==> config.mk <==
export PLATFORM = sky130hd
export DESIGN_NAME = sgm_fifo
export DESIGN_NICKNAME = d
export VERILOG_FILES = /design/src/rtl/core/sgm_fifo.sv
export SDC_FILE = /design/constraint.sdc
export NUM_CORES = 1
export LEC_CHECK = 0
export ABC_AREA = 1
export BUFFER_PORTS_ARGS = -buffer_cell sky130_fd_sc_hd__buf_2
export CAP_MARGIN = 25
export CELL_PAD_IN_SITES_DETAIL_PLACEMENT = 2
export CELL_PAD_IN_SITES_GLOBAL_PLACEMENT = 2
export CORE_MARGIN = 3
export CORE_UTILIZATION = 34
export CTS_BUF_LIST = sky130_fd_sc_hd__clkbuf_4
export CTS_CLUSTER_SIZE = 30
export DETAILED_ROUTE_END_ITERATION = 8
export PLACE_DENSITY = 0.76
export SYNTH_ARGS = -nofsm -noshare
export SYNTH_HDL_FRONTEND = slang
export SYNTH_SLANG_ARGS = --single-unit
export TNS_END_PERCENT = 50
==> constraint.sdc <==
create_clock -name clk -period 1.85 [get_ports clk]
set_input_delay 0.0925 -clock clk [delete_from_list [all_inputs] [get_ports clk]]
set_output_delay 0.0925 -clock clk [all_outputs]
set_load 0.1 [all_outputs]
==> src/rtl/core/sgm_fifo.sv <==
`default_nettype none
module sgm_fifo #(
    parameter int WIDTH = 8
) (
    input  wire logic             clk,
    input  wire logic             rst_n,
    input  wire logic             wr_valid,
    output logic                  wr_ready,
    input  wire logic [WIDTH-1:0] wr_data,
    output logic                  rd_valid,
    input  wire logic             rd_ready,
    output logic [WIDTH-1:0]      rd_data
);
    logic [WIDTH-1:0] slot_reg [2];
    logic wr_ptr_reg, rd_ptr_reg;
    logic [1:0] count_reg;
    logic wr_fire, rd_fire;

    assign wr_ready = (count_reg != 2'd2);
    assign rd_valid = (count_reg != 2'd0);
    assign rd_data  = slot_reg[rd_ptr_reg];
    assign wr_fire  = wr_valid && wr_ready;
    assign rd_fire  = rd_valid && rd_ready;

    always_ff @(posedge clk)
    begin
        if (wr_fire)
            slot_reg[wr_ptr_reg] <= wr_data;
    end

    always_ff @(posedge clk or negedge rst_n)
    begin
        if (!rst_n)
        begin
            wr_ptr_reg <= 1'b0;
            rd_ptr_reg <= 1'b0;
            count_reg  <= 2'd0;
        end
        else
        begin
            if (wr_fire)
                wr_ptr_reg <= ~wr_ptr_reg;
            if (rd_fire)
                rd_ptr_reg <= ~rd_ptr_reg;
            if (wr_fire && !rd_fire)
                count_reg <= count_reg + 2'd1;
            else if (rd_fire && !wr_fire)
                count_reg <= count_reg - 2'd1;
        end
    end
endmodule
`default_nettype wire

### Word-level counts from Yosys, hierarchy flattened

Memory sizes are Yosys's and may differ from the RTL's.
Cells that the tools add are included.

* bits in registers: 4
* RAM bits: 16
* bits of input ports: 12
* word-level logic and storage cells: 21
* memories kept: 1

* $add $sub $neg: 2
* equal/unequal tests: 1
* muxes and demuxes: 4
* bitwise gates (word level): 2
* reductions and logical operators: 8

Memories
* slot_reg: depth 2, bits a word 8, read ports 1, clocked after memory_dff 0, write ports 1, line 14 `logic [WIDTH-1:0] slot_reg [2];`

Operators by type and width (count)
* 1-bit logical AND: 4
* 2-bit two-way mux: 2
* 2-bit nonzero test: 2
* 2-bit by 1-bit adder with 2-bit output (second input constant): 1
* 1-bit zero test: 2
* 1-bit two-way mux: 2
* 2-bit != test (second input constant): 1
* 1-bit NOT: 2
* 2-bit by 1-bit subtractor with 2-bit output (second input constant): 1

### Logic depth before layout (Yosys ltp)

Gate-level depths: netlist (run 1).

* depth after elaboration: 6
* depth in mapped cells: 10
* gate-level depth less buffers: 10

### Least setup slack after synthesis (run 1)

OpenSTA, ideal clock, no wires.

* kind: register to register
* from: register count_reg[1]
* to: register count_reg[1]
* library setup time: 0.117 ns
* arrival time: 1.490 ns
* data required time: 1.733 ns
* slack: 0.243 ns
* cell stages (with the launch flop): 9
* clock period less this slack: 1.607 ns
* path through: dfrtp_1 inv_2 nand2_2 nand2_2 ha_1 inv_1 nand3_1 nand2_1 nand2_1

* word-level cells in the longest chain between the ends: 5

RTL lines
* from (decl): line 16 `logic [1:0] count_reg;`
* from (signal assigned): line 46 `count_reg <= count_reg + 2'd1;`
* from (signal assigned): line 48 `count_reg <= count_reg - 2'd1;`
* 2-bit nonzero test (*): line 20 `assign rd_valid = (count_reg != 2'd0);`
* via rd_valid: line 10 `output logic rd_valid,`
* 1-bit logical AND (*): line 23 `assign rd_fire = rd_valid && rd_ready;`
* 1-bit zero test: line 45 `if (wr_fire && !rd_fire)`
* 1-bit logical AND: line 45
* 2-bit two-way mux / 2-bit nonzero test (equally long branches)

Mark *: on every way through the listed nets, which the timed path passes. The rest lies on a longest branch. The select of a mux whose other input is x is not followed.
A chain may end at the register's enable or synchronous reset.

### Worst setup path after layout (run 1)

* from: register rd_ptr_reg
* to: output port rd_data[3]

* word-level cells in the longest chain between the ends: 1

RTL lines
* from (decl): line 15 `logic wr_ptr_reg, rd_ptr_reg;`
* from (signal assigned): line 44 `rd_ptr_reg <= ~rd_ptr_reg;`
* memory 2 x 8 bit
* to (decl): line 12 `output logic [WIDTH-1:0] rd_data`

No other way between the ends.

==> metrics.md, run 1 <==
| Metric | Value |
|---|---|
| H-tree depth | 1 |
| Post-CTS setup buffer count | 0 |
| Drt pass-1 iters | 4 |
| Sequential cell area fraction in the yosys report | between 70% and 80% |
| Crit path DAT | 1.60 ns |
| Clock latency on the worst-skew pair | 0.29 ns |
| R2R cell count | 9 |
| Hold WC Path Type | input port to flop |
| Area leader, netlist | edfxtp_1 |
| CTS buffer count | 3 |
| Crit Path Category | flop to output port |
| Worst reg2reg endpoint | count_reg[1]$_DFFE_PN0P_ |
| Hpwl dp | 1360 um |
| Post-synth ARST share | 20.0% |
| Final setup TNS | 0 ns |
| Slew @ Worst Pin | 0.491 ns |
| Row count | 17 |
| Worst setup SP type | flop |
| Status | finished clean |
| Final setup violating endpoints | 0 |
| Most common cell in the netlist | nand2_1 |
| Clk sinks | 20 |
| PortBufs | 21 |
| Initial Utilization | 36.7% |
| Max Slew Vio Count | 0 |
| Initial antenna violation count | 0 |
| Ys Warns | 0 |
| Die Area | 3060 um2 |
| Total track usage | 12.9% |
| Hold path depth | 3 |
| Clock Pin Slew Worst Setup and Hold Paths | 0.10 ns |
| Vias per cell | 4.55 |
| Grt ovf | 0 |
| Die Ht | 55.3 um |
| Top post-synthesis cells by count | 30 x nand2_1, 16 x edfxtp_1, 4 x dfrtp_1, 4 x inv_1, 3 x inv_2 |
| Synth Instances | 70 |
| Number of DRC markers in iteration 0 | 14 |
| Core Region | 2250 um2 |
| Worst Hold End | wr_ptr_reg$_DFFE_PN0P_ |
| FF+latch count, synth | 20 |
| Routed WL per cell | 13.3 um |
| Layout Nets | around 120 |
| Footprint of the multi-input gates | 209 um2 |
| Mapped cell area | slightly above 800 um2 |
| Max-Cap Viols | 0 |
| Routability cong. | 0.624 |
| Vias post-DR | 605 |
| Reg area | ~580 um2 |
| Layout cells sized above 1 | 32.4% |
| Area grow syn2layout | 31.8% |
| Number of flip-flops in the largest register | 16 |
| Drc violations | 0 |
| Avg Synthesized Cell Area | around 12 um2 |
| Largest net degree at the start of global routing | 12 |
| Post-layout min period | 1.69 ns |
| CP required | 1.76 ns |
| Hold Vio Cnt, Final | 0 |
| Root buf cell | clkbuf_4 |
| Hold path start | wr_valid |
| Max_slew headroom | 67.5% |
| Reg2reg start | count_reg[0]$_DFFE_PN0P_ |
| Fin crit share | 91.4% |
| Max Root-Sink Buffers | 2 |
| Die width | roughly 55 um |
| Routed WL | 1770 um |
| I/O Pins | 22 |
| Unrepaired setup endpoints after global routing | false |
| Vias in the first global route | 647 |
| Main synth FF type | edfxtp_1 |
| Max Fclk | 592 MHz |
| Distinct cells, synth | 14 |
| Ranking of synthesized cells by area | edfxtp_1 58%, nand2_1 14%, dfrtp_1 12%, nand2_4 2.7%, xor2_2 2.0% |
| EDFF count, synth | 16 |
| First-pass GRT wire length | roughly 2900 um |
| Fill cell count | between 200 and 250 |
| Area share of the largest cell type after synthesis | 58.1% |
| CTS tree | built |
| CP Capture Type | output port |
| ANT nets after route | 0 |
| R2r setup slk | 0.41 ns |
| Ant diodes | 0 |
| Clock skew | 0.00466 ns |
| Syn nets | 83 |
| Crit path max fanout | 10 |
==> kinds of logic (layout without fill, tap and decap cells) <==
group | after synthesis | count (layout) | synth area share (%)
adder cells (fa/ha/maj) | 1 | 1 | 1.51
flip-flops | 20 | 20 | 70.2
AND/OR/NAND/NOR | 39 | 39 | 20.7
buffers and inverters | 8 | 43 | 4.54
XOR/XNOR | 2 | 2 | 3.03
==> worst max-delay path: stages (launching register included) <==
cell and delay, ns:
dfrtp_1 0.52, inv_2 0.22, nand2_1 0.08, nand2_1 0.06
buf_2 0.42
==> worst max-delay path by stage <==
stage,start,to,slack (ns)
finish,rd_ptr_reg$_DFFE_PN0P_,rd_data[3],0.16
global route,rd_ptr_reg$_DFFE_PN0P_,rd_data[7],0.003
CTS,rd_ptr_reg$_DFFE_PN0P_,rd_data[6],0.12
detailed placement,count_reg[0]$_DFFE_PN0P_,count_reg[1]$_DFFE_PN0P_,0.42
global placement,rd_ptr_reg$_DFFE_PN0P_,rd_data[3],0.49
floorplan,count_reg[1]$_DFFE_PN0P_,count_reg[1]$_DFFE_PN0P_,0.24
==> layer usage <==
layer,vias to the layer above,GRT usage [%],part of all wire [%]
met3,2,5.37,3.6
li1,297,-,-
met1,293,14.8,41
met5,-,0,0
met4,0,4.17,0.45
met2,13,21.5,54
==> final cells by class <==
cell class,instances,area share [%]
well taps,28,3.21
multi-input cells,42,19.2
repair buffers,32,19.5
clock buffers,3,2.07
flip-flops and latches,20,53.3
inverters,7,2.41
clock inverters,1,0.344
==> per-stage QoR <==
stage                     setup WS, ns  hold WS (ns)  util (%)  cell area, um2  instances
after detailed placement         0.416       -0.0908      43.1             971        120
after CTS                        0.120        0.0701      48.2            1090        133
after floorplan                  0.243        -0.203         -             827         70
after global placement           0.487       -0.0892      43.1             971        120
final                            0.160        0.0823      48.3            1090        133
after global routing           0.00278        0.0588      48.3            1090        133
==> layout by cell type, fill, tap and decap left out <==
cell type,Yosys,layout
nand2_1,30,30
ha_1,1,1
clkinv_1,0,1
edfxtp_1,16,16
buf_4,0,2
nand2_2,2,2
buf_2,0,20
xnor2_1,1,1
inv_2,3,3
inv_1,4,4
nand3_1,2,2
nand2_4,2,2
nand4_1,1,1
dlygate4sd3_1,0,9
nor2_1,2,2
clkbuf_4,0,4
dfrtp_1,4,4
xor2_2,1,1
==> repair_timing <==
| action | 4_1_cts | 5_1_grt |
|---|---|---|
| resized for setup | 0 | 1 |
| hold buffers | 9 | 0 |
| hold endpoints to repair | 20 | 0 |
| endpoints found under the setup margin | 0 | 1 |
Power of run 1 is not shown: default switching activity piles up to over one toggle a cycle in this logic, so the estimate is an artifact.
==> run 2, diff against run 1 <==
CORE_MARGIN = default   (was 3)
CORE_UTILIZATION = 25   (was 34)
PLACE_DENSITY = default   (was 0.76)
PLACE_DENSITY_LB_ADDON = 0.15   (was default)
==> metrics.md, run 2 (synthesized netlist as in run 1, its figures left out) <==
| Metric | Value |
|---|---|
| Vias per cell | 4.17 |
| Die Ht | ~60 um |
| Max_slew headroom | 67.9% |
| Worst path max stage delay | 0.54 ns |
| Root buf cell | clkbuf_4 |
| Drt pass-1 iters | 2 |
| Commonest non-fill, non-tap cells in the layout | 30 x nand2_1, 17 x buf_2, 16 x edfxtp_1 |
| Crit path DAT | 1.61 ns |
| I/O Pins | 22 |
| PortBufs | 21 |
| Status | finished clean |
| Final setup violating endpoints | 0 |
| Largest net degree at the start of global routing | 13 |
| Core Region | 3100 um2 |
| Hpwl dp | 1250 um |
| Fin crit share | 92.3% |
| Crit Path Category | flop to output port |
| Post-CTS setup buffer count | 0 |
| H-tree depth | 1 |
| Row count | 20 |
| CP Capture Type | output port |
| Clock latency on the worst-skew pair | 0.31 ns |
| Total track usage | 12.4% |
| Most used cell, CP | nand2_1 |
| Most common cell after layout, fill and taps aside | nand2_1 |
| Final setup TNS | 0 ns |
| Drc violations | 0 |
| Area grow syn2layout | 38.3% |
| Layout Nets | 119 |
| Max Fclk | 586 MHz |
| CTS buffer count | 3 |
| Clock Pin Slew Worst Setup and Hold Paths | 0.12 ns |
| Routability cong. | 0.637 |
| Max-Cap Viols | 0 |
| CTS tree | built |
| Routed WL per cell | around 13 um |
| Layout cells sized above 1 | about a third |
| Vias in the first global route | 638 |
| Initial antenna violation count | 0 |
| Slew @ Worst Pin | 0.485 ns |
| Initial Utilization | 26.7% |
| Routed WL | 1880 um |
| Clk sinks | 20 |
| Number of flip-flops in the largest register | 16 |
| Number of DRC markers in iteration 0 | 24 |
| Final Util | 36.9% |
| Grt ovf | 0 |
| Die Area | around 3500 um2 |
| Die width | 59.5 um |
| Ant diodes | 0 |
| CP required | 1.76 ns |
| Vias post-DR | 621 |
| Max Root-Sink Buffers | 2 |
| Clock skew | around 0.0036 ns |
| Hold WC Path Type | input port to flop |
| CP max-delay cell | dfrtp_1 |
| Worst setup SP type | flop |
| Crit path max fanout | 10 |
| Max Slew Vio Count | 0 |
| ANT nets after route | 0 |
| Post-layout min period | 1.71 ns |
| Hold Vio Cnt, Final | 0 |
| Worst hold margin | 0.0419 ns |
| Worst-path cell chain | inv_2 > nand2_1 > nand2_1 > buf_2 |
| First-pass GRT wire length | 2930 um |
==> run 2: changes by cell type in the layout (fill, tap and decap cells not counted) <==
cell       delta
bufinv_16     +1
clkbuf_4      +3
buf_2         -3
clkinv_1      -1
==> run 2: what timing repair did <==
item / 4_1_cts / 5_1_grt
gates resized for setup: 0 / 4
setup endpoints to repair: 0 / 4
hold buffers: 9 / 0
hold endpoints to repair: 20 / 0
==> run 2: stage by stage <==
step / setup slack (ns) / std cells / instance area, um2
6_report: 0.143 / 149 / 1140
5_1_grt: -0.000670 / 149 / 1140
4_1_cts: 0.0356 / 149 / 1130
3_5_place_dp: 0.417 / 136 / 991
3_3_place_gp: 0.440 / 136 / 991
2_1_floorplan: 0.243 / 70 / 827
==> run 2: path summary, 6_finish.rpt <==
| kind | end | startpoint | cells after the start | slack (ns) |
|---|---|---|---|---|
| worst max-delay path | rd_data[2] | rd_ptr_reg$_DFFE_PN0P_ | 4 | 0.14 |
| worst min-delay path | rd_ptr_reg$_DFFE_PN0P_ | rd_ready | 3 | 0.04 |
| worst max register to register | count_reg[1]$_DFFE_PN0P_ | count_reg[0]$_DFFE_PN0P_ | 9 | 0.39 |
| worst min register to register | count_reg[0]$_DFFE_PN0P_ | count_reg[0]$_DFFE_PN0P_ | 1 | 0.56 |
| max in group asynchronous | rd_ptr_reg$_DFFE_PN0P_ | rst_n | 2 | 1.61 |
| min in group asynchronous | wr_ptr_reg$_DFFE_PN0P_ | rst_n | 2 | 0.11 |
==> run 2: final cells by class <==
cell class,instances,area [um2]
clock buffers,3,22.5
clock inverters,1,30.0
fillers,358,1960
inverters,7,26.3
multi-input cells,42,209
flip-flops and latches,20,581
well taps,44,55.1
repair buffers,32,220
==> run 2: critical path, delay by kind of cell (launching register included) <==
family                 cells  cell delay [ns]
buffers and inverters      2             0.63
flip-flops                 1             0.54
AND/OR/NAND/NOR            2             0.12
==> run 2: metal layers <==
metal | track usage, % | share of wire [%]
met5 | 0 | 0
met4 | 6.98 | 1.4
met3 | 2.62 | 4.0
met2 | 23.0 | 54
met1 | 13.0 | 40
Power of run 2 is left out for the same reason.
