<file path="src/rtl/core/sgm_pkg.sv">
`default_nettype none
package sgm_pkg;
    localparam int MAX_COLS_DEF   = 1024;
    localparam int COORD_BITS_DEF = 24;

    localparam int CFG_IDX_BITS  = 1;
    localparam int CFG_DATA_BITS = 16;
    localparam int NUM_COLS_BITS = 11;
    localparam int NUM_ROWS_BITS = 16;

    localparam logic [CFG_IDX_BITS-1:0] REG_NUM_COLS = 1'b0;
    localparam logic [CFG_IDX_BITS-1:0] REG_NUM_ROWS = 1'b1;

    localparam logic [NUM_COLS_BITS-1:0] NUM_COLS_RST = 11'd1024;
    localparam logic [NUM_ROWS_BITS-1:0] NUM_ROWS_RST = 16'd1024;

    typedef struct packed {
        logic eta;
        logic xi;
        logic quad;
    } flags_t;
endpackage
`default_nettype wire

</file>
<file path="src/rtl/core/sgm_isqrt.sv">
`default_nettype none
module sgm_isqrt #(
    parameter int RW = 50,
    localparam int N  = RW / 2,
    localparam int NW = $clog2(N + 1)
) (
    input  wire logic          clk,
    input  wire logic          rst_n,
    input  wire logic          start,
    input  wire logic [RW-1:0] radicand,
    output logic               busy,
    output logic [N-1:0]       root
);
    logic [RW-1:0] rad_reg;
    logic [N+1:0]  rem_reg;
    logic [N-1:0]  root_reg;
    logic [NW-1:0] cnt_reg;
    logic          busy_reg;
    logic [N+1:0]  rem_sh, trial;

    assign rem_sh = {rem_reg[N-1:0], rad_reg[RW-1:RW-2]};
    assign trial  = {root_reg, 2'b01};
    assign busy   = busy_reg;
    assign root   = root_reg;

    // One result bit per cycle, two radicand bits in.
    always_ff @(posedge clk)
    begin
        if (start)
        begin
            rad_reg  <= radicand;
            rem_reg  <= '0;
            root_reg <= '0;
        end
        else if (busy_reg)
        begin
            rad_reg <= {rad_reg[RW-3:0], 2'b00};
            if (rem_sh >= trial)
            begin
                rem_reg  <= rem_sh - trial;
                root_reg <= {root_reg[N-2:0], 1'b1};
            end
            else
            begin
                rem_reg  <= rem_sh;
                root_reg <= {root_reg[N-2:0], 1'b0};
            end
        end
    end

    always_ff @(posedge clk or negedge rst_n)
    begin
        if (!rst_n)
        begin
            busy_reg <= 1'b0;
            cnt_reg  <= '0;
        end
        else if (start)
        begin
            busy_reg <= 1'b1;
            cnt_reg  <= NW'(N);
        end
        else if (busy_reg)
        begin
            cnt_reg <= cnt_reg - 1'b1;
            if (cnt_reg == NW'(1))
                busy_reg <= 1'b0;
        end
    end
endmodule
`default_nettype wire

</file>
<file path="src/rtl/core/sgm_back.sv">
`default_nettype none
module sgm_back #(
    parameter int COORD_BITS = sgm_pkg::COORD_BITS_DEF,
    localparam int CB    = COORD_BITS,
    localparam int NB    = CB + 1,
    localparam int PW    = 2 * NB,
    localparam int AW    = 2 * CB + 4,
    localparam int ACCW  = AW + 2,
    localparam int REC_W = 8 * CB + 3
) (
    input  wire logic                   clk,
    input  wire logic                   rst_n,
    input  wire logic                   pop_valid,
    output logic                        pop_ready,
    input  wire logic [REC_W-1:0]       pop_data,
    output logic                        out_valid,
    input  wire logic                   out_ready,
    output logic                        eta_face_valid,
    output logic                        xi_face_valid,
    output logic                        cell_valid,
    output logic signed [NB-1:0]        eta_normal_x,
    output logic signed [NB-1:0]        eta_normal_y,
    output logic signed [NB-1:0]        xi_normal_x,
    output logic signed [NB-1:0]        xi_normal_y,
    output logic signed [AW-1:0]        cell_area,
    output logic signed [CB-1:0]        center_x,
    output logic signed [CB-1:0]        center_y,
    output logic [NB-1:0]               eta_face_length,
    output logic [NB-1:0]               xi_face_length
);
    localparam logic [2:0] B_IDLE = 3'd0;
    localparam logic [2:0] B_DIFF = 3'd1;
    localparam logic [2:0] B_MUL  = 3'd2;
    localparam logic [2:0] B_SQST = 3'd3;
    localparam logic [2:0] B_SQRT = 3'd4;
    localparam logic [2:0] B_OUT  = 3'd5;

    localparam logic [3:0] ST_AREA_A = 4'd0;
    localparam logic [3:0] ST_AREA_B = 4'd1;
    localparam logic [3:0] ST_AREA_C = 4'd2;
    localparam logic [3:0] ST_AREA_D = 4'd3;
    localparam logic [3:0] ST_ETA_X  = 4'd4;
    localparam logic [3:0] ST_ETA_Y  = 4'd5;
    localparam logic [3:0] ST_XI_X   = 4'd6;
    localparam logic [3:0] ST_XI_Y   = 4'd7;
    localparam logic [3:0] ST_DONE   = 4'd8;

    logic [2:0] state_reg;
    logic [3:0] step_reg;
    logic [REC_W-1:0] rec_reg;

    sgm_pkg::flags_t flags;
    logic signed [CB-1:0] cx, cy, ux, uy, ulx, uly, lx, ly;

    logic signed [NB-1:0] ex_reg, ey_reg, xx_reg, xy_reg;
    logic signed [NB-1:0] e2x_reg, e2y_reg, x2x_reg, x2y_reg;
    logic signed [NB-1:0] enx_reg, eny_reg, xnx_reg, xny_reg;
    logic signed [CB-1:0] ctx_reg, cty_reg;
    logic signed [NB-1:0] op_a, op_b;
    logic signed [PW-1:0] prod_reg;
    logic signed [ACCW-1:0] area_acc_reg, prod_ext;
    logic [PW-1:0] len_e_reg, len_x_reg;
    logic [3:0] prev_step;
    logic signed [CB+1:0] sum_x, sum_y;
    logic sq_start, busy_e, busy_x;
    logic [NB-1:0] root_e, root_x;
    logic load_out;

    assign {flags, cx, cy, ux, uy, ulx, uly, lx, ly} = rec_reg;

    assign pop_ready = (state_reg == B_IDLE);
    assign sq_start  = (state_reg == B_SQST);
    assign load_out  = (state_reg == B_OUT) && (!out_valid || out_ready);
    assign prev_step = step_reg - 4'd1;
    assign prod_ext  = ACCW'(prod_reg);

    assign sum_x = (CB+2)'(ulx) + (CB+2)'(lx) + (CB+2)'(ux) + (CB+2)'(cx);
    assign sum_y = (CB+2)'(uly) + (CB+2)'(ly) + (CB+2)'(uy) + (CB+2)'(cy);

    always_comb
    begin
        case (step_reg)
            ST_AREA_A: begin op_a = ex_reg;  op_b = xy_reg;  end
            ST_AREA_B: begin op_a = xx_reg;  op_b = ey_reg;  end
            ST_AREA_C: begin op_a = e2x_reg; op_b = x2y_reg; end
            ST_AREA_D: begin op_a = x2x_reg; op_b = e2y_reg; end
            ST_ETA_X:  begin op_a = ex_reg;  op_b = ex_reg;  end
            ST_ETA_Y:  begin op_a = ey_reg;  op_b = ey_reg;  end
            ST_XI_X:   begin op_a = xx_reg;  op_b = xx_reg;  end
            ST_XI_Y:   begin op_a = xy_reg;  op_b = xy_reg;  end
            default:   begin op_a = '0;      op_b = '0;      end
        endcase
    end

    sgm_isqrt #(.RW(PW)) u_sqrt_eta (
        .clk(clk), .rst_n(rst_n), .start(sq_start), .radicand(len_e_reg),
        .busy(busy_e), .root(root_e)
    );

    sgm_isqrt #(.RW(PW)) u_sqrt_xi (
        .clk(clk), .rst_n(rst_n), .start(sq_start), .radicand(len_x_reg),
        .busy(busy_x), .root(root_x)
    );

    // Datapath registers, no reset.
    always_ff @(posedge clk)
    begin
        if (state_reg == B_IDLE && pop_valid)
            rec_reg <= pop_data;
        if (state_reg == B_DIFF)
        begin
            ex_reg  <= NB'(lx) - NB'(ulx);
            ey_reg  <= NB'(ly) - NB'(uly);
            xx_reg  <= NB'(ux) - NB'(ulx);
            xy_reg  <= NB'(uy) - NB'(uly);
            e2x_reg <= NB'(cx) - NB'(ux);
            e2y_reg <= NB'(cy) - NB'(uy);
            x2x_reg <= NB'(cx) - NB'(lx);
            x2y_reg <= NB'(cy) - NB'(ly);
            enx_reg <= NB'(uy) - NB'(cy);
            eny_reg <= NB'(cx) - NB'(ux);
            xnx_reg <= NB'(cy) - NB'(ly);
            xny_reg <= NB'(lx) - NB'(cx);
            ctx_reg <= sum_x[CB+1:2];
            cty_reg <= sum_y[CB+1:2];
            area_acc_reg <= '0;
            len_e_reg    <= '0;
            len_x_reg    <= '0;
        end
        if (state_reg == B_MUL)
        begin
            prod_reg <= op_a * op_b;
            if (step_reg != ST_AREA_A)
            begin
                case (prev_step)
                    ST_AREA_A, ST_AREA_C: area_acc_reg <= area_acc_reg + prod_ext;
                    ST_AREA_B, ST_AREA_D: area_acc_reg <= area_acc_reg - prod_ext;
                    ST_ETA_X, ST_ETA_Y:   len_e_reg <= len_e_reg + PW'(prod_reg);
                    ST_XI_X, ST_XI_Y:     len_x_reg <= len_x_reg + PW'(prod_reg);
                    default: ;
                endcase
            end
        end
        if (load_out)
        begin
            eta_face_valid  <= flags.eta;
            xi_face_valid   <= flags.xi;
            cell_valid      <= flags.quad;
            eta_normal_x    <= flags.eta  ? enx_reg : '0;
            eta_normal_y    <= flags.eta  ? eny_reg : '0;
            xi_normal_x     <= flags.xi   ? xnx_reg : '0;
            xi_normal_y     <= flags.xi   ? xny_reg : '0;
            cell_area       <= flags.quad ? area_acc_reg[AW:1] : '0;
            center_x        <= flags.quad ? ctx_reg : '0;
            center_y        <= flags.quad ? cty_reg : '0;
            eta_face_length <= flags.quad ? root_e : '0;
            xi_face_length  <= flags.quad ? root_x : '0;
        end
    end

    always_ff @(posedge clk or negedge rst_n)
    begin
        if (!rst_n)
        begin
            state_reg <= B_IDLE;
            step_reg  <= ST_AREA_A;
            out_valid <= 1'b0;
        end
        else
        begin
            if (load_out)
                out_valid <= 1'b1;
            else if (out_ready)
                out_valid <= 1'b0;
            case (state_reg)
                B_IDLE:
                    if (pop_valid)
                        state_reg <= B_DIFF;
                B_DIFF:
                begin
                    step_reg  <= ST_AREA_A;
                    state_reg <= B_MUL;
                end
                B_MUL:
                begin
                    if (step_reg == ST_DONE)
                        state_reg <= B_SQST;
                    else
                        step_reg <= step_reg + 4'd1;
                end
                B_SQST: state_reg <= B_SQRT;
                B_SQRT:
                    if (!busy_e && !busy_x)
                        state_reg <= B_OUT;
                B_OUT:
                    if (load_out)
                        state_reg <= B_IDLE;
                default: state_reg <= B_IDLE;
            endcase
        end
    end
endmodule
`default_nettype wire

</file>
<file path="config.mk">
export PLATFORM = sky130hd
export DESIGN_NAME = sgm_back
export DESIGN_NICKNAME = d
export VERILOG_FILES = /design/src/rtl/core/sgm_pkg.sv /design/src/rtl/core/sgm_isqrt.sv /design/src/rtl/core/sgm_back.sv
export SDC_FILE = /design/constraint.sdc
export NUM_CORES = 2
export LEC_CHECK = 0
export BUFFER_PORTS_ARGS = -buffer_cell sky130_fd_sc_hd__buf_2
export CAP_MARGIN = 40
export CORE_MARGIN = 4
export CORE_UTILIZATION = 57
export CTS_CLUSTER_SIZE = 20
export DETAILED_ROUTE_END_ITERATION = 10
export PLACE_DENSITY_LB_ADDON = 0.3
export SYNTH_ARGS = -nofsm -noshare
export SYNTH_HDL_FRONTEND = slang
export SYNTH_SLANG_ARGS = --single-unit
</file>
<file path="constraint.sdc">
create_clock -name clk -period 13.11 [get_ports clk]
set_clock_uncertainty 0.1 [all_clocks]
set_input_delay 0.6555 -clock clk [delete_from_list [all_inputs] [get_ports clk]]
set_output_delay 0.6555 -clock clk [all_outputs]
set_load 0.01 [all_outputs]
</file>
# Yosys cells after proc, flatten, opt, wreduce, memory -nomap -nowiden
# Cells that the tools add are included.
[totals]
reg_bits = 1170
in_bits = 199
out_inout_bits = 255
word_cells = 164
[op_classes]
add_sub_neg = 26
n_mul = 1
magnitude_cmp = 2
n_eq_ne = 27
mux = 41
reduce_logical = 25
[op_table]
columns = ["op", "count"]
rows = [
  ["50-bit 2-to-1 mux", 12],
  ["25-bit one-hot mux with 6 select lines", 2],
  ["24-bit by 24-bit subtractor with 25-bit output", 10],
  ["54-bit 2-to-1 mux", 3],
  ["54-bit one-hot mux with 2 select lines", 1],
  ["50-bit adder", 2],
  ["54-bit by 50-bit adder with 54-bit output", 1],
  ["27-bit >= comparator", 2],
  ["54-bit by 50-bit subtractor with 54-bit output", 1],
  ["25-bit by 24-bit adder with 26-bit output", 2],
  ["26-bit by 24-bit adder with 26-bit output", 2],
  ["24-bit by 24-bit adder with 25-bit output", 2],
  ["25-bit by 25-bit multiplier with 50-bit output", 1],
  ["25-bit 2-to-1 mux", 2],
  ["25-bit subtractor", 2],
  ["4-bit by 3-bit == test with 1-bit output, second input constant", 8],
  ["5-bit 2-to-1 mux", 4],
  ["3-bit one-hot mux with 6 select lines", 1],
  ["4-bit by 2-bit == test with 1-bit output, second input constant", 4],
  ["2-bit OR reduction", 8],
  ["3-bit 2-to-1 mux", 4],
  ["5-bit by 1-bit == test with 1-bit output, second input constant", 2],
  ["1-bit 2-to-1 mux", 10],
  ["5-bit by 1-bit subtractor with 5-bit output, second input constant", 2],
  ["other kinds (20)", 34],
]

# Longest topological paths before layout
[logic_depth]
ltp_word = 6
mapped_depth = 38
ltp_nobuf = 34

# Cells and area by module
# A second synthesis with hierarchy kept.
[hier_totals]
cells_unflattened = 9002
area_unflattened_um2 = 91477.7
[by_module_without_submodules]
columns = ["module", "n_inst", "cells_per_inst", "area_per_inst_um2", "seq_area_each_um2"]
rows = [
  ["sgm_back", 1, 7856, 79621.4, 27106.0],
  ["sgm_isqrt", 2, 573, 5928.2, 2652.5],
]

# Least setup slack after synthesis
# Ideal clock, no wire load.
[synth_timing]
path_type = "input to register"
startpoint = "input port out_ready"
endpoint = "register cell_area[0], enable pin"
setup_ps = 898
arrival_ps = 11870
required_ps = 12112
setup_slack_ps = 242
path_stages = 2
path_buffers = 0
path_cell_list = "nand2b_1 -> nor2b_1"
[synth_via]
elab_chain_len = 2
[synth_lines]
columns = ["item", "line_no", "text"]
rows = [
  ["from (decl)", "sgm_back.sv:17", "input wire logic out_ready,"],
  ["1-bit logical OR", "sgm_back.sv:73", "assign load_out = (state_reg == B_OUT) && (!out_valid || out_ready);"],
  ["1-bit logical AND", "sgm_back.sv:73", ""],
  ["named net load_out", "sgm_back.sv:67", "logic load_out;"],
  ["to (signal assigned)", "sgm_back.sv:153", "cell_area <= flags.quad ? area_acc_reg[AW:1] : '0;"],
  ["to (decl)", "sgm_back.sv:25", "output logic signed [AW-1:0] cell_area,"],
]
# The timed path passes the listed nets, and every way through them passes these cells.
# A chain may end at the register's enable or synchronous reset.

# Worst setup path in the final report
[layout_timing]
startpoint = "register step_reg[0]"
endpoint = "register prod_reg[48], data pin"
[layout_via]
elab_chain_len = 4
elab_cells_between_ends = 15
classes_between = "1 x mul; 7 x eq/ne; 2 x mux; 5 x reduce/logical"
[layout_lines]
columns = ["item", "line_no", "text"]
rows = [
  ["from (decl)", "sgm_back.sv:49", "logic [3:0] step_reg;"],
  ["from (signal assigned)", "sgm_back.sv:189", "step_reg <= step_reg + 4'd1;"],
  ["4-bit by 3-bit == test with 1-bit output, or another cell as far along", "sgm_back.sv:82", "case (step_reg)"],
  ["2-bit OR reduction (no source line)", "--", ""],
  ["25-bit one-hot mux with 6 select lines", "sgm_back.sv:82", ""],
  ["25-bit by 25-bit multiplier with 50-bit output *", "sgm_back.sv:132", "prod_reg <= op_a * op_b;"],
  ["to (signal assigned)", "sgm_back.sv:132", ""],
  ["to (decl)", "sgm_back.sv:60", "logic signed [PW-1:0] prod_reg;"],
]
# Every way passes the cells marked *; elsewhere a longest branch is shown, timed or not.

==> implementation parameters <==
Parameter                              Value

GRT
  Maximum number of pins on one net before global-route repair    172
  Congestion Overflow GR    0
  Initial antenna violation count    6
  Overall fraction of global-route tracks in use    33.3%
  Via count of the first global-routing pass    71.6k
  First-pass GRT wire length    420000 µm

Yosys
  Count of unique library cells instantiated by Yosys    91
  Post-Syn Area    0.0906 mm²
  Top cell type's share of synthesized area    29.6%
  Seq/Total Area, Yosys    35.8%
  Proportion of register bits with asynchronous set or reset after synthesis    1.71%
  Number of nets produced by synthesis    10.7k
  Library cell occupying the most area in the post-synthesis netlist    edfxtp_1
  Cell types occupying the most area after synthesis    edfxtp_1, fa_1, ha_1, dfxtp_1, inv_1
  Seq cells post-synth    1167
  Top flip-flop cell by instance count after synthesis    edfxtp_1
  Number of synthesis warnings    0
  Gate count of the mapped netlist    9130
  Average cell area after synthesis    9.93 µm²
  Count of flip-flops with a built-in enable after synthesis    894

Detailed routing
  ANT nets after route    0
  Avg Vias per Cell    5.97
  Initial detailed-routing violation count    7030
  Average routed wire per standard cell    23.1 µm
  Vias    70.9k
  Pre-Repair DR Iteration Count    10
  DRC violation count after routing    0
  Routed wire length    275000 µm

Clock tree
  Post-cts gate resize count    0
  Clock buffers created by TritonCTS    131
  TritonCTS Sinks    1167
  Worst-path clk slew    0.07 ns
  CTS tree    built
  Number of buffers on the longest clock path    3
  Clock root cell    clkbuf_16
  Clock latency on the worst-skew pair    0.79 ns
  H-tree Lvls    4

Final layout
  Most used cells in the layout excluding fill and tap cells    inv_1, nand2_1, edfxtp_1, fa_1, ha_1
  Fraction of layout instances using a drive strength above 1    8.94%
  Fill cell count    12.5k
  Leading cell type in the layout, fill and taps excluded    inv_1
  Largest register FFs    195
  Layout Area Growth over Synthesis    12.7%
  Number of nets in the finished design    11.3k
  Non-filler cells in the finished layout    11.9k

Placement
  Pre-CTS setup slack    2.65 ns
  RD Place Congestion    0.984
  Port Buf Inserts    453
  Placed wire-length estimate    210000 µm
  Number of instances in the placed design    11.4k

Critical path
  Top fanout value on the critical path    17
  Cell with the biggest individual delay on the critical path    nor3b_2
  CP arrival    11.09 ns
  CP Launch Type    flop
  CP most frequent cell    fa_1
  Kind of cell adding the most delay to the critical path    adder cells
  Critical Path End Type    flop
  Critical path start-end classification    flop to flop
  Required arrival time at the worst endpoint    13.55 ns
  Total buffers and inverters traversed by the critical path    7
  Max incr delay on CP    0.74 ns

Timing
  Post-route fraction of the period consumed by the critical path    81.3%
  Max-slew violation total from the final report    0
  Number of hold violations in the final report    0
  Setup Viol. Count Final    0
  RSZ-0062 raised after global routing    false
  Worst-Margin Slew    0.972 ns
  Final Worst Setup Slack    2.46 ns
  Highest clock rate    93.9 MHz
  Tmin final    10.65 ns
  Smallest hold slack    0.170 ns
  Setup total negative slack    0 ns
  Slew headroom    35.1%

Die
  Height of the die    407 µm
  Core box area    0.158 mm²
  Site row count    146
  Die W    407 µm
  Effective utilization at floorplan    57.3%
  Die ar.    0.165 mm²
  I/O pins    454

Status
  Outcome    finished, final reports clean

Worst hold path
  Worst min-delay path class    input pin to flop

Job
  Max-Cap Viols    0
tightest hold or removal path, delay by kind of cell:
kind	cells	cell delay [ns]
AOI/OAI and AO/OA	2	0.25
buffers and inverters	1	0.10
metal layers:
layer / share of wire, % / global-route usage [%] / up-vias
li1: - / - / 32200
met1: 39 / 42.7 / 34600
met2: 47 / 54.2 / 3376
met3: 8.6 / 6.43 / 704
met4: 5.9 / 16.9 / 2
met5: 0.0040 / 0 / -
synthesized netlist by cell type (38+ instances only):
cell and count:
a211o_1 54, a211oi_1 71, a21boi_0 45, a21o_1 202, a21oi_1 482, a22o_1 39, a22oi_1 39, a31oi_1 50
and2_1 294, and3_1 47, clkbuf_1 296, dfxtp_1 253, edfxtp_1 894, fa_1 769, ha_1 643, inv_1 1106
mux2i_1 78, nand2_1 1053, nand2b_1 60, nand3_1 237, nand4_1 51, nor2_1 626, nor2b_1 80, nor3_1 99
o21a_1 79, o21ai_0 458, o21bai_1 62, o31ai_1 38, xnor2_1 316, xor2_1 163
what timing repair did:
action,in CTS,in global routing
endpoints found under the setup margin,0,0
endpoints found under the hold margin,215,0
hold buffers,196,0
buffers inserted,0,0
cells by family (layout without fill, tap and decap cells):
family / Yosys count / after routing / synth area share [%]
AND/OR/NAND/NOR: 2707 / 2707 / 13.8
AO/OA/AOI/OAI: 1847 / 1847 / 13.1
buffers and inverters: 1437 / 2114 / 5.95
adder cells (fa/ha/maj): 1412 / 1412 / 25.9
flip-flops: 1167 / 1167 / 35.8
XOR/XNOR: 479 / 479 / 4.63
multiplexers: 81 / 81 / 0.899
other: 0 / 6 / 0
final cells by class:
| cell class | instances | area, µm² | share of cell area, % |
|---|---|---|---|
| clock inverter | 77 | 928 | 0.909 |
| tap | 2072 | 2590 | 2.54 |
| clock buffer | 163 | 3530 | 3.46 |
| sequential | 1167 | 32400 | 31.7 |
| inverter | 1108 | 4170 | 4.08 |
| timing repair buffer | 766 | 5410 | 5.30 |
| antenna | 6 | 15.0 | 0.0147 |
| multi-input combinational | 6526 | 53100 | 52.0 |
per-stage QoR:
stage | util [%] | instance area [µm²]
after floorplan | - | 90600
after global placement | 60.2 | 95300
after detailed placement | 60.5 | 95700
after CTS | 64.6 | 102000
after global routing | 64.6 | 102000
final | 64.6 | 102000
path summary, 6_finish.rpt:
| kind | startpoint | endpoint | depth (start not counted) | slack, ns |
|---|---|---|---|---|
| min in group asynchronous | rst_n | state_reg[0] | 2 | 0.37 |
| min | pop_valid | state_reg[0] | 3 | 0.17 |
| max in group asynchronous | rst_n | u_sqrt_eta.busy | 2 | 12.19 |
| min reg2reg | len_e_reg[49] | len_e_reg[49] | 1 | 0.37 |
| max reg2reg | step_reg[0] | prod_reg[48] | 32 | 2.46 |
| max | step_reg[0] | prod_reg[48] | 32 | 2.46 |
Power is left out: the tool's default activity adds up to more than one toggle a clock period on the data nets, which glitch-free logic cannot reach.
